## src/rtl/irtpe_pkg.sv

```systemverilog
// shared types and constants of the ir tag packet pulse encoder
package irtpe_pkg;

  localparam int unsigned SHOT_BITS  = 14;
  localparam int unsigned MSG_BITS   = 3 * 8;
  localparam int unsigned CNT_W      = 6;
  localparam logic [CNT_W-1:0] SHOT_LAST = CNT_W'(2 * SHOT_BITS);
  localparam logic [CNT_W-1:0] MSG_LAST  = CNT_W'(2 * MSG_BITS);
  localparam logic [7:0] END_BYTE    = 8'hE8;
  localparam logic [7:0] PLAYER_MASK = 8'b0111_1111;
  localparam logic [7:0] DAMAGE_MASK = 8'b0000_1111;

  typedef enum logic [2:0] {
    CMD_SHOT        = 3'd0,
    CMD_ADD_HEALTH  = 3'd1,
    CMD_ADD_ROUNDS  = 3'd2,
    CMD_SYSTEM      = 3'd3,
    CMD_AMMO        = 3'd4,
    CMD_HEALTH      = 3'd5,
    CMD_FLAG_PICKUP = 3'd6
  } cmd_e;

  typedef enum logic [2:0] {
    CFG_PLAYER_ID     = 3'd0,
    CFG_TEAM_ID       = 3'd1,
    CFG_HEADER_LENGTH = 3'd2,
    CFG_ONE_LENGTH    = 3'd3,
    CFG_ZERO_LENGTH   = 3'd4,
    CFG_GAP_LENGTH    = 3'd5
  } cfg_idx_e;

  typedef struct packed {
    logic [2:0] cmd;
    logic [7:0] value;
  } req_t;

  typedef struct packed {
    logic        pulse_level;
    logic [15:0] pulse_length;
    logic        last;
  } res_t;

  typedef struct packed {
    logic [6:0]  player_id;
    logic [1:0]  team_id;
    logic [15:0] header_length;
    logic [15:0] one_length;
    logic [15:0] zero_length;
    logic [15:0] gap_length;
  } cfg_t;

  typedef struct packed {
    logic        shot;
    logic [23:0] packet;
  } entry_t;

  typedef struct packed {
    logic   push;
    entry_t entry;
  } push_t;

  typedef struct packed {
    logic   valid;
    entry_t entry;
  } head_t;

  function automatic logic [7:0] opcode_of(logic [2:0] cmd);
    logic [7:0] op;
    case (cmd)
      CMD_ADD_HEALTH:  op = 8'h80;
      CMD_ADD_ROUNDS:  op = 8'h81;
      CMD_SYSTEM:      op = 8'h83;
      CMD_AMMO:        op = 8'h8A;
      CMD_HEALTH:      op = 8'h8B;
      CMD_FLAG_PICKUP: op = 8'h8C;
      default:         op = 8'h00;
    endcase
    return op;
  endfunction

endpackage

```

## src/rtl/irtpe_front.sv

```systemverilog
// front end: takes a request, classifies it and builds the packet bits
module irtpe_front (
  input  logic              start_i,
  input  logic              full_i,
  input  irtpe_pkg::req_t   req_i,
  input  irtpe_pkg::cfg_t   cfg_i,
  output irtpe_pkg::push_t  push_o
);

  logic       known;
  logic [7:0] damage;
  logic [7:0] byte0;
  logic [7:0] byte1;

  always_comb begin
    known  = (req_i.cmd <= irtpe_pkg::CMD_FLAG_PICKUP);
    damage = req_i.value & irtpe_pkg::DAMAGE_MASK;
    byte0  = {1'b0, cfg_i.player_id} & irtpe_pkg::PLAYER_MASK;
    byte1  = {cfg_i.team_id, damage[3:0], 2'b00};
    push_o.push = start_i && !full_i && known;
    if (req_i.cmd == irtpe_pkg::CMD_SHOT) begin
      push_o.entry.shot   = 1'b1;
      push_o.entry.packet = {byte0, byte1, 8'h00};
    end else begin
      push_o.entry.shot   = 1'b0;
      push_o.entry.packet = {irtpe_pkg::opcode_of(req_i.cmd), req_i.value,
                             irtpe_pkg::END_BYTE};
    end
  end

endmodule

```

## src/rtl/irtpe_fifo.sv

```systemverilog
// two-entry packet queue between front and back
module irtpe_fifo (
  input  logic              clk_i,
  input  logic              rst_ni,
  input  irtpe_pkg::push_t  push_i,
  input  logic              pop_i,
  output irtpe_pkg::head_t  head_o,
  output logic              full_o
);

  irtpe_pkg::entry_t mem_q [2];
  logic       wr_ptr_q, wr_ptr_d;
  logic       rd_ptr_q, rd_ptr_d;
  logic [1:0] count_q, count_d;

  always_comb begin
    wr_ptr_d = wr_ptr_q;
    rd_ptr_d = rd_ptr_q;
    count_d  = count_q;
    if (push_i.push) begin
      wr_ptr_d = !wr_ptr_q;
    end
    if (pop_i) begin
      rd_ptr_d = !rd_ptr_q;
    end
    if (push_i.push && !pop_i) begin
      count_d = count_q + 2'd1;
    end else if (!push_i.push && pop_i) begin
      count_d = count_q - 2'd1;
    end
  end

  always_ff @(posedge clk_i or negedge rst_ni) begin
    if (!rst_ni) begin
      wr_ptr_q <= 1'b0;
      rd_ptr_q <= 1'b0;
      count_q  <= 2'd0;
    end else begin
      wr_ptr_q <= wr_ptr_d;
      rd_ptr_q <= rd_ptr_d;
      count_q  <= count_d;
    end
  end

  always_ff @(posedge clk_i) begin
    if (push_i.push) begin
      mem_q[wr_ptr_q] <= push_i.entry;
    end
  end

  assign head_o.valid = (count_q != 2'd0);
  assign head_o.entry = mem_q[rd_ptr_q];
  assign full_o       = count_q[1];

endmodule

```

## src/rtl/irtpe_back.sv

```systemverilog
// back end: unrolls one packet into mark and space beats
module irtpe_back (
  input  logic              clk_i,
  input  logic              rst_ni,
  input  irtpe_pkg::head_t  head_i,
  input  irtpe_pkg::cfg_t   cfg_i,
  output logic              pop_o,
  output logic              res_valid_o,
  output irtpe_pkg::res_t   res_o
);

  logic                        active_q, active_d;
  logic [irtpe_pkg::CNT_W-1:0] cnt_q, cnt_d;
  logic [23:0]                 shreg_q, shreg_d;
  logic                        shot_q, shot_d;
  logic                        res_valid_q;
  irtpe_pkg::res_t             res_q, res_d;
  logic                        is_header;
  logic                        is_gap;
  logic                        is_last;

  always_comb begin
    is_header = (cnt_q == '0);
    is_gap    = cnt_q[0];
    is_last   = active_q &&
                (cnt_q == (shot_q ? irtpe_pkg::SHOT_LAST : irtpe_pkg::MSG_LAST));
    pop_o     = head_i.valid && (!active_q || is_last);

    active_d = active_q;
    cnt_d    = cnt_q;
    shreg_d  = shreg_q;
    shot_d   = shot_q;
    if (pop_o) begin
      active_d = 1'b1;
      cnt_d    = '0;
      shreg_d  = head_i.entry.packet;
      shot_d   = head_i.entry.shot;
    end else if (is_last) begin
      active_d = 1'b0;
    end else if (active_q) begin
      cnt_d = cnt_q + 1'b1;
      if (!is_header && !is_gap) begin
        shreg_d = {shreg_q[22:0], 1'b0};
      end
    end

    res_d.pulse_level = !is_gap;
    res_d.last        = is_last;
    if (is_header) begin
      res_d.pulse_length = cfg_i.header_length;
    end else if (is_gap) begin
      res_d.pulse_length = cfg_i.gap_length;
    end else begin
      res_d.pulse_length = shreg_q[23] ? cfg_i.one_length : cfg_i.zero_length;
    end
  end

  always_ff @(posedge clk_i or negedge rst_ni) begin
    if (!rst_ni) begin
      active_q    <= 1'b0;
      res_valid_q <= 1'b0;
    end else begin
      active_q    <= active_d;
      res_valid_q <= active_q;
    end
  end

  always_ff @(posedge clk_i) begin
    cnt_q   <= cnt_d;
    shreg_q <= shreg_d;
    shot_q  <= shot_d;
    res_q   <= res_d;
  end

  assign res_valid_o = res_valid_q;
  assign res_o       = res_q;

endmodule

```

## src/rtl/ir_tag_packet_pulse_encoder.sv

```systemverilog
// top level of the ir tag packet pulse encoder
// a request goes via queue, back end state and output register; then one beat per cycle
// a shot gives 29 beats and a message 49; the back end's beat counter ends the packet
// up to two requests queue ahead of the back end; busy is high while the queue is full
// reset clears control state and loads the register defaults; the receiver cannot stall
module ir_tag_packet_pulse_encoder (
  input  logic             clk_i,
  input  logic             rst_ni,
  input  logic             start,
  output logic             busy,
  input  irtpe_pkg::req_t  req_i,
  output logic             res_valid_o,
  output irtpe_pkg::res_t  res_o,
  input  logic             cfg_valid_i,
  output logic             cfg_ready_o,
  input  logic [2:0]       cfg_index_i,
  input  logic [15:0]      cfg_data_i
);

  irtpe_pkg::cfg_t  cfg_q, cfg_d;
  irtpe_pkg::push_t push;
  irtpe_pkg::head_t head;
  logic             pop;
  logic             full;

  assign cfg_ready_o = 1'b1;

  always_comb begin
    cfg_d = cfg_q;
    if (cfg_valid_i) begin
      case (cfg_index_i)
        irtpe_pkg::CFG_PLAYER_ID:     cfg_d.player_id     = cfg_data_i[6:0];
        irtpe_pkg::CFG_TEAM_ID:       cfg_d.team_id       = cfg_data_i[1:0];
        irtpe_pkg::CFG_HEADER_LENGTH: cfg_d.header_length = cfg_data_i;
        irtpe_pkg::CFG_ONE_LENGTH:    cfg_d.one_length    = cfg_data_i;
        irtpe_pkg::CFG_ZERO_LENGTH:   cfg_d.zero_length   = cfg_data_i;
        irtpe_pkg::CFG_GAP_LENGTH:    cfg_d.gap_length    = cfg_data_i;
        default:                      cfg_d = cfg_q;
      endcase
    end
  end

  always_ff @(posedge clk_i or negedge rst_ni) begin
    if (!rst_ni) begin
      cfg_q.player_id     <= 7'd15;
      cfg_q.team_id       <= 2'd0;
      cfg_q.header_length <= 16'd2400;
      cfg_q.one_length    <= 16'd1200;
      cfg_q.zero_length   <= 16'd600;
      cfg_q.gap_length    <= 16'd600;
    end else begin
      cfg_q <= cfg_d;
    end
  end

  irtpe_front u_front (
    .start_i (start),
    .full_i  (full),
    .req_i   (req_i),
    .cfg_i   (cfg_q),
    .push_o  (push)
  );

  irtpe_fifo u_fifo (
    .clk_i  (clk_i),
    .rst_ni (rst_ni),
    .push_i (push),
    .pop_i  (pop),
    .head_o (head),
    .full_o (full)
  );

  irtpe_back u_back (
    .clk_i       (clk_i),
    .rst_ni      (rst_ni),
    .head_i      (head),
    .cfg_i       (cfg_q),
    .pop_o       (pop),
    .res_valid_o (res_valid_o),
    .res_o       (res_o)
  );

  assign busy = full;

`ifndef SYNTHESIS
  a_last_is_mark: assert property (@(posedge clk_i) disable iff (!rst_ni)
    res_valid_o && res_o.last |-> res_o.pulse_level)
    else $error("last beat is not a mark");

  a_train_alternates: assert property (@(posedge clk_i) disable iff (!rst_ni)
    res_valid_o && !res_o.last |=>
      res_valid_o && (res_o.pulse_level != $past(res_o.pulse_level)))
    else $error("pulse train broken or not alternating");

  a_next_is_header: assert property (@(posedge clk_i) disable iff (!rst_ni)
    res_valid_o && res_o.last |=> !res_valid_o || (res_o.pulse_level && !res_o.last))
    else $error("train after last beat does not open with a header");

  a_no_push_when_full: assert property (@(posedge clk_i) disable iff (!rst_ni)
    full |-> !push.push)
    else $error("queue written while full");
`endif

endmodule
```

## config.mk

```make
export PLATFORM = sky130hd
export DESIGN_NAME = ir_tag_packet_pulse_encoder
export DESIGN_NICKNAME = d
export VERILOG_FILES = /design/src/rtl/irtpe_pkg.sv /design/src/rtl/irtpe_front.sv /design/src/rtl/irtpe_fifo.sv /design/src/rtl/irtpe_back.sv /design/src/rtl/ir_tag_packet_pulse_encoder.sv
export SDC_FILE = /design/constraint.sdc
export NUM_CORES = 1
export LEC_CHECK = 0
export ABC_AREA = 1
export BUFFER_PORTS_ARGS = -buffer_cell sky130_fd_sc_hd__buf_2
export CAP_MARGIN = 30
export CORE_ASPECT_RATIO = 0.5
export CORE_MARGIN = 5
export CORE_UTILIZATION = 53
export CTS_BUF_LIST = sky130_fd_sc_hd__clkbuf_4 sky130_fd_sc_hd__clkbuf_8 sky130_fd_sc_hd__clkbuf_16
export DETAILED_ROUTE_END_ITERATION = 6
export GPL_TIMING_DRIVEN = 1
export PLACE_DENSITY = 0.75
export SYNTH_ARGS = -nofsm -noshare
export SYNTH_HDL_FRONTEND = slang
export SYNTH_SLANG_ARGS = --single-unit
```

## constraint.sdc

```tcl
create_clock -name clk_i -period 3.1 [get_ports clk_i]
set_clock_uncertainty 0.15 [all_clocks]
set_input_delay 0.155 -clock clk_i [delete_from_list [all_inputs] [get_ports clk_i]]
set_output_delay 0.155 -clock clk_i [all_outputs]
set_load 0.005 [all_outputs]
```

[Word-level counts from Yosys, hierarchy flattened]
Memories as Yosys holds them, arrays and structs flattened.
Cells that the tools add are included.
Operators by class
  order comparisons: 1
  $add $sub $neg: 3
  bitwise operators: 1
  multiplexer cells: 16
  equal/unequal tests: 13
  reduce and logical (&&, ||, !) cells: 32
Operators with widths (count)
  $mux 24: 4
  $mux 16: 3
  $pmux 8 s6: 1
  $mux 25: 1
  $eq 3x3->1 const B: 5
  $reduce_and 2->1: 7
  $eq 3x2->1 const B: 4
  $reduce_bool 2->1: 5
  $logic_not 1->1: 8
  $logic_and 1x1->1: 7
  $add 6x1->6 const B: 1
  $eq 3x1->1 const B: 2
  $eq 6x6->1: 1
  $logic_not 3->1: 2
  $logic_not 6->1: 1
  $mux 6: 1
  $mux 1: 4
  $mux 2: 2
  $le 3x3->1 const B: 1
  $reduce_and 3->1: 1
  $add 2x1->2 const B: 1
  $ne 2x2->1 const B: 1
  $sub 2x1->2 const B: 1
  $logic_or 1x1->1: 1
  $not 1->1: 1
Storage, ports and cells
  RAM bits: 50
  logic and storage cells: 84
  memories kept: 1
  output and inout bits: 21
  input port bits: 34
  flip-flop bits (word level): 128
Memories
  u_fifo.mem_q: depth 2, bits a word 25, read ports 1, clocked after Yosys merged registers in 0, write ports 1, line irtpe_fifo.sv:11  | irtpe_pkg::entry_t mem_q [2];

[Depth between registers and ports, before layout]
  word-level depth: 8
  mapped depth: 14
  gate-level depth less buffers: 11

[Hierarchy]
From an unflattened synthesis, not the netlist that was laid out.
Unflattened totals
  cell total of the unflattened synthesis: 787
  area, all modules: 7781.2 sq um
By module, submodules not included
  ir_tag_packet_pulse_encoder: cells each 329, sequential area each 1851.8 sq um, times used 1, area an instance 2925.3 sq um
  irtpe_back: cells each 287, sequential area each 1281.2 sq um, times used 1, area an instance 2429.8 sq um
  irtpe_fifo: cells each 102, sequential area each 1601.5 sq um, times used 1, area an instance 2108.3 sq um
  irtpe_front: cells each 69, sequential area each 0.0 sq um, times used 1, area an instance 317.8 sq um

[Worst setup path before layout]
Ideal clock, no wire load.
  kind: reg-to-reg
  start: register u_back.cnt_q[0] in the netlist's numbering
  end: register u_back.shreg_q[10] (enable)
  setup slack: -310 ps
  required time: 2522 ps
  data arrival time: 2832 ps
  setup time: 428 ps
  period minus slack after synthesis: 3410 ps
  buffers on the path: 1
  cell stages (with the launch flop): 9
  cells stage by stage: dfxtp_1 clkinv_1 clkbuf_1 ha_1 nand2_1 inv_1 nand3_4 nand2_4 o21ai_0
RTL lines
  start, declared: line irtpe_back.sv:13  | logic [irtpe_pkg::CNT_W-1:0] cnt_q, cnt_d;
  start signal, assigned: line irtpe_back.sv:69  | cnt_q <= cnt_d;
  end signal, assigned: line irtpe_back.sv:70  | shreg_q <= shreg_d;
  end, declared: line irtpe_back.sv:14  | logic [23:0] shreg_q, shreg_d;

==> impl_metrics.env <==
export IMPL_status="finished clean"
export IMPL_route_vias_total=4564
export IMPL_grt_usage_pct=19.00
export IMPL_die_x_microns=167.0
export IMPL_cellLeakagePower_uw=0.003548
export IMPL_ys_ff_latch=161
export IMPL_layout_drive_gt1_share_pct=16.55
export IMPL_yosysSeqAreaShare_pct=64.65
export IMPL_cp_top_family="buffers and inverters"
export IMPL_layout_common_cells="179 x nand2_1, 86 x o21ai_0, 59 x dfrtp_1"
export IMPL_grt_setup_unrepaired="no"
export IMPL_path_buf_inv=4
export IMPL_cp_common_cell="nand2_1"
export IMPL_fin_tns_setup_ps=0
export IMPL_final_nets=767
export IMPL_avgSynthCellArea_sq_um=10.11
export IMPL_start_util_pct=54.69
export IMPL_diodes=0
export IMPL_die_h_microns=88.51
export IMPL_ant_nets=0
export IMPL_dr_first_iter_drc_count=361
export IMPL_worstMarginPinSlew_ps=968.5
export IMPL_power_density_nw_per_um2=869.1
export IMPL_clock_fmax_ghz=0.3831
export IMPL_layout_commonest_cell="nand2_1"
export IMPL_wl_per_cell_microns=14.54
export IMPL_drt_drc_violations_left=0
export IMPL_syn_inst=646
export IMPL_firstDrtPassIters=5
export IMPL_fin_util_pct=65.42
export IMPL_post_route_period_util_pct=84.21
export IMPL_drv_slew=0
export IMPL_critPathCaptureType="flop"
export IMPL_dieArea_sq_um=14780
export IMPL_finalHoldViolations=0
export IMPL_syn2layout_area_growth_pct=19.61
export IMPL_critPathLaunchType="input pin"
export IMPL_cts_buffers=17
export IMPL_clk_insertion_delay_late_ps=420
export IMPL_peakVddDrop_uv=412.9
export IMPL_ys_types=31
export IMPL_cts_max_level=4
export IMPL_grt_pass1_vias=4530
export IMPL_holdBufCountCts=29
export IMPL_clk_path_buf_depth=2
export IMPL_setup_viol=0
export IMPL_crit_type="in2reg"
export IMPL_rows=28
export IMPL_clkSlewWorstSetupHoldPaths_ps=60
export IMPL_grt_antenna_before_repair=0
export IMPL_fin_total_pwr_uw=6792
export IMPL_path_cells="dlygate4sd3_1, buf_2, nor2_1, nand2_1, clkinv_1, nand2_1, nand2_1, dlygate4sd3_1"
export IMPL_port_buffers=53
export IMPL_viasPerCell=5.026
export IMPL_cts_num_sinks=161
export IMPL_slowest_stage="dlygate4sd3_1"
export IMPL_netlist_area_sq_um=6534
export IMPL_yosysWarnings=0
export IMPL_wirelength_mm=13.20
export IMPL_postSynthNetCount=683
export IMPL_post_cts_buffers=0
export IMPL_dp_hpwl_mm=7.899
export IMPL_routabilityCongestion=0.7410
export IMPL_grt_max_degree=80
export IMPL_overflow=0
export IMPL_arrival_ps=2620
export IMPL_core_area_sq_um=11950
export IMPL_maxCapViolCount=0
export IMPL_critPathMaxStageDelay_ps=570
export IMPL_critPathMaxFanout=15
export IMPL_num_io_pins=55
export IMPL_hp_class="in2reg"
export IMPL_min_period_ps=2610
export IMPL_ctsResizeCount=0
export IMPL_grt_pass1_wl_mm=21.99
export IMPL_cts_tree="done"
export IMPL_critPathRequiredTime_ps=3110
export IMPL_max_slew_margin_pct=35.44
export IMPL_root_buffer="clkbuf_16"
[sequential cells by signal, summed over array words and instances, names as in the netlist]
signal,count
cfg_q,73
u_fifo.mem_q,36
u_back.shreg_q,21
u_back.res_o,18
u_back.cnt_q,6
u_fifo.count_q,2
u_back.active_q,1
u_back.res_valid_o,1
u_back.shot_q,1
u_fifo.rd_ptr_q,1
u_fifo.wr_ptr_q,1
[stage by stage]
stage          std cells  setup WS (ps)  hold slack, ps  cell area (sq um)
3_3_place_gp         844          980.2           218.5               6945
2_1_floorplan        646          256.8          -290.6               6534
4_1_cts              906          610.0           32.56               7777
3_5_place_dp         845          922.0           228.3               6960
6_report             908          489.5           53.17               7815
5_1_grt              908          334.5           73.45               7815
[final cells by class]
type	count	area, sq um
Sequential cell	161	4224
Fill cell	901	4131
Multi-Input combinational cell	394	1939
Timing Repair Buffer	96	693.2
Clock buffer	17	425.4
Inverter	60	225.2
Tap cell	165	206.4
Clock inverter	15	101.3
[power breakdown]
| part | leakage [uW] | switching [uW] | internal, uW |
|---|---|---|---|
| clock network | 0.000243 | 796 | 1080 |
| registers | 0.00169 | 298 | 2940 |
| logic | 0.00162 | 998 | 684 |
[path summary, 6_finish.rpt]
path                                              endpoint  slack (ps)  cells after the start                         start
setup / recovery             u_fifo.mem_q[1][13]$_DFFE_PP_         490                      8                     req_i[10]
hold / removal               u_fifo.mem_q[0][18]$_DFFE_PP_          50                      4                      req_i[8]
setup reg to reg           u_back.shreg_q[4]$_SDFFCE_PN0P_         900                     10  u_back.cnt_q[1]$_SDFFE_PN0P_
hold reg to reg                      cfg_q[33]$_DFFE_PN0P_         330                      2         cfg_q[33]$_DFFE_PN0P_
max in group asynchronous            cfg_q[20]$_DFFE_PN1P_        1740                      4                        rst_ni
min in group asynchronous            cfg_q[11]$_DFFE_PN0P_         460                      3                        rst_ni
[Yosys cell counts (all sizes together)]
library cell	number	area (sq um)
edfxtp	58	1742
mux2i	16	160.2
inv	58	217.7
conb	1	3.750
nand3	13	77.58
clkbuf	21	78.83
xnor2	2	17.52
dfxtp	24	480.5
ha	3	37.54
nand4	1	6.260
clkinv	2	7.510
nor2	35	131.4
o21ai	97	508.0
a21oi	8	43.79
a31oi	16	100.1
xor2	3	26.28
o31ai	1	7.510
o211ai	16	120.1
nand2	182	695.7
dfrtp	59	1476
buf	10	70.06
dfstp	20	525.5
[logic make-up after synthesis]
| group | share of synthesized area, % |
|---|---|
| and+or+nand+nor | 13.94 |
| DFF | 64.65 |
| AOI/OAI and AO/OA | 11.93 |
| buffers and inverters | 5.726 |
| muxes | 2.451 |
| xor gates and xnor gates | 0.6704 |
| adders and majority gates | 0.5746 |
| other | 0.05739 |
[layer usage]
layer / part of all wire (%) / routed length [microns] / global-route usage [%]
met1: 46 / 6034 / 24.98
met2: 48 / 6270 / 31.36
met3: 4.9 / 643 / 4.775
met4: 1.9 / 249 / 7.053
met5: 0 / 0 / 0
[tightest hold or removal path, delay by kind of cell]
kind                   cells  cell delay (ps)
buffers and inverters      2              190
and+or+nand+nor            2              150
No activity file was read; power rests on OpenSTA's default activity.
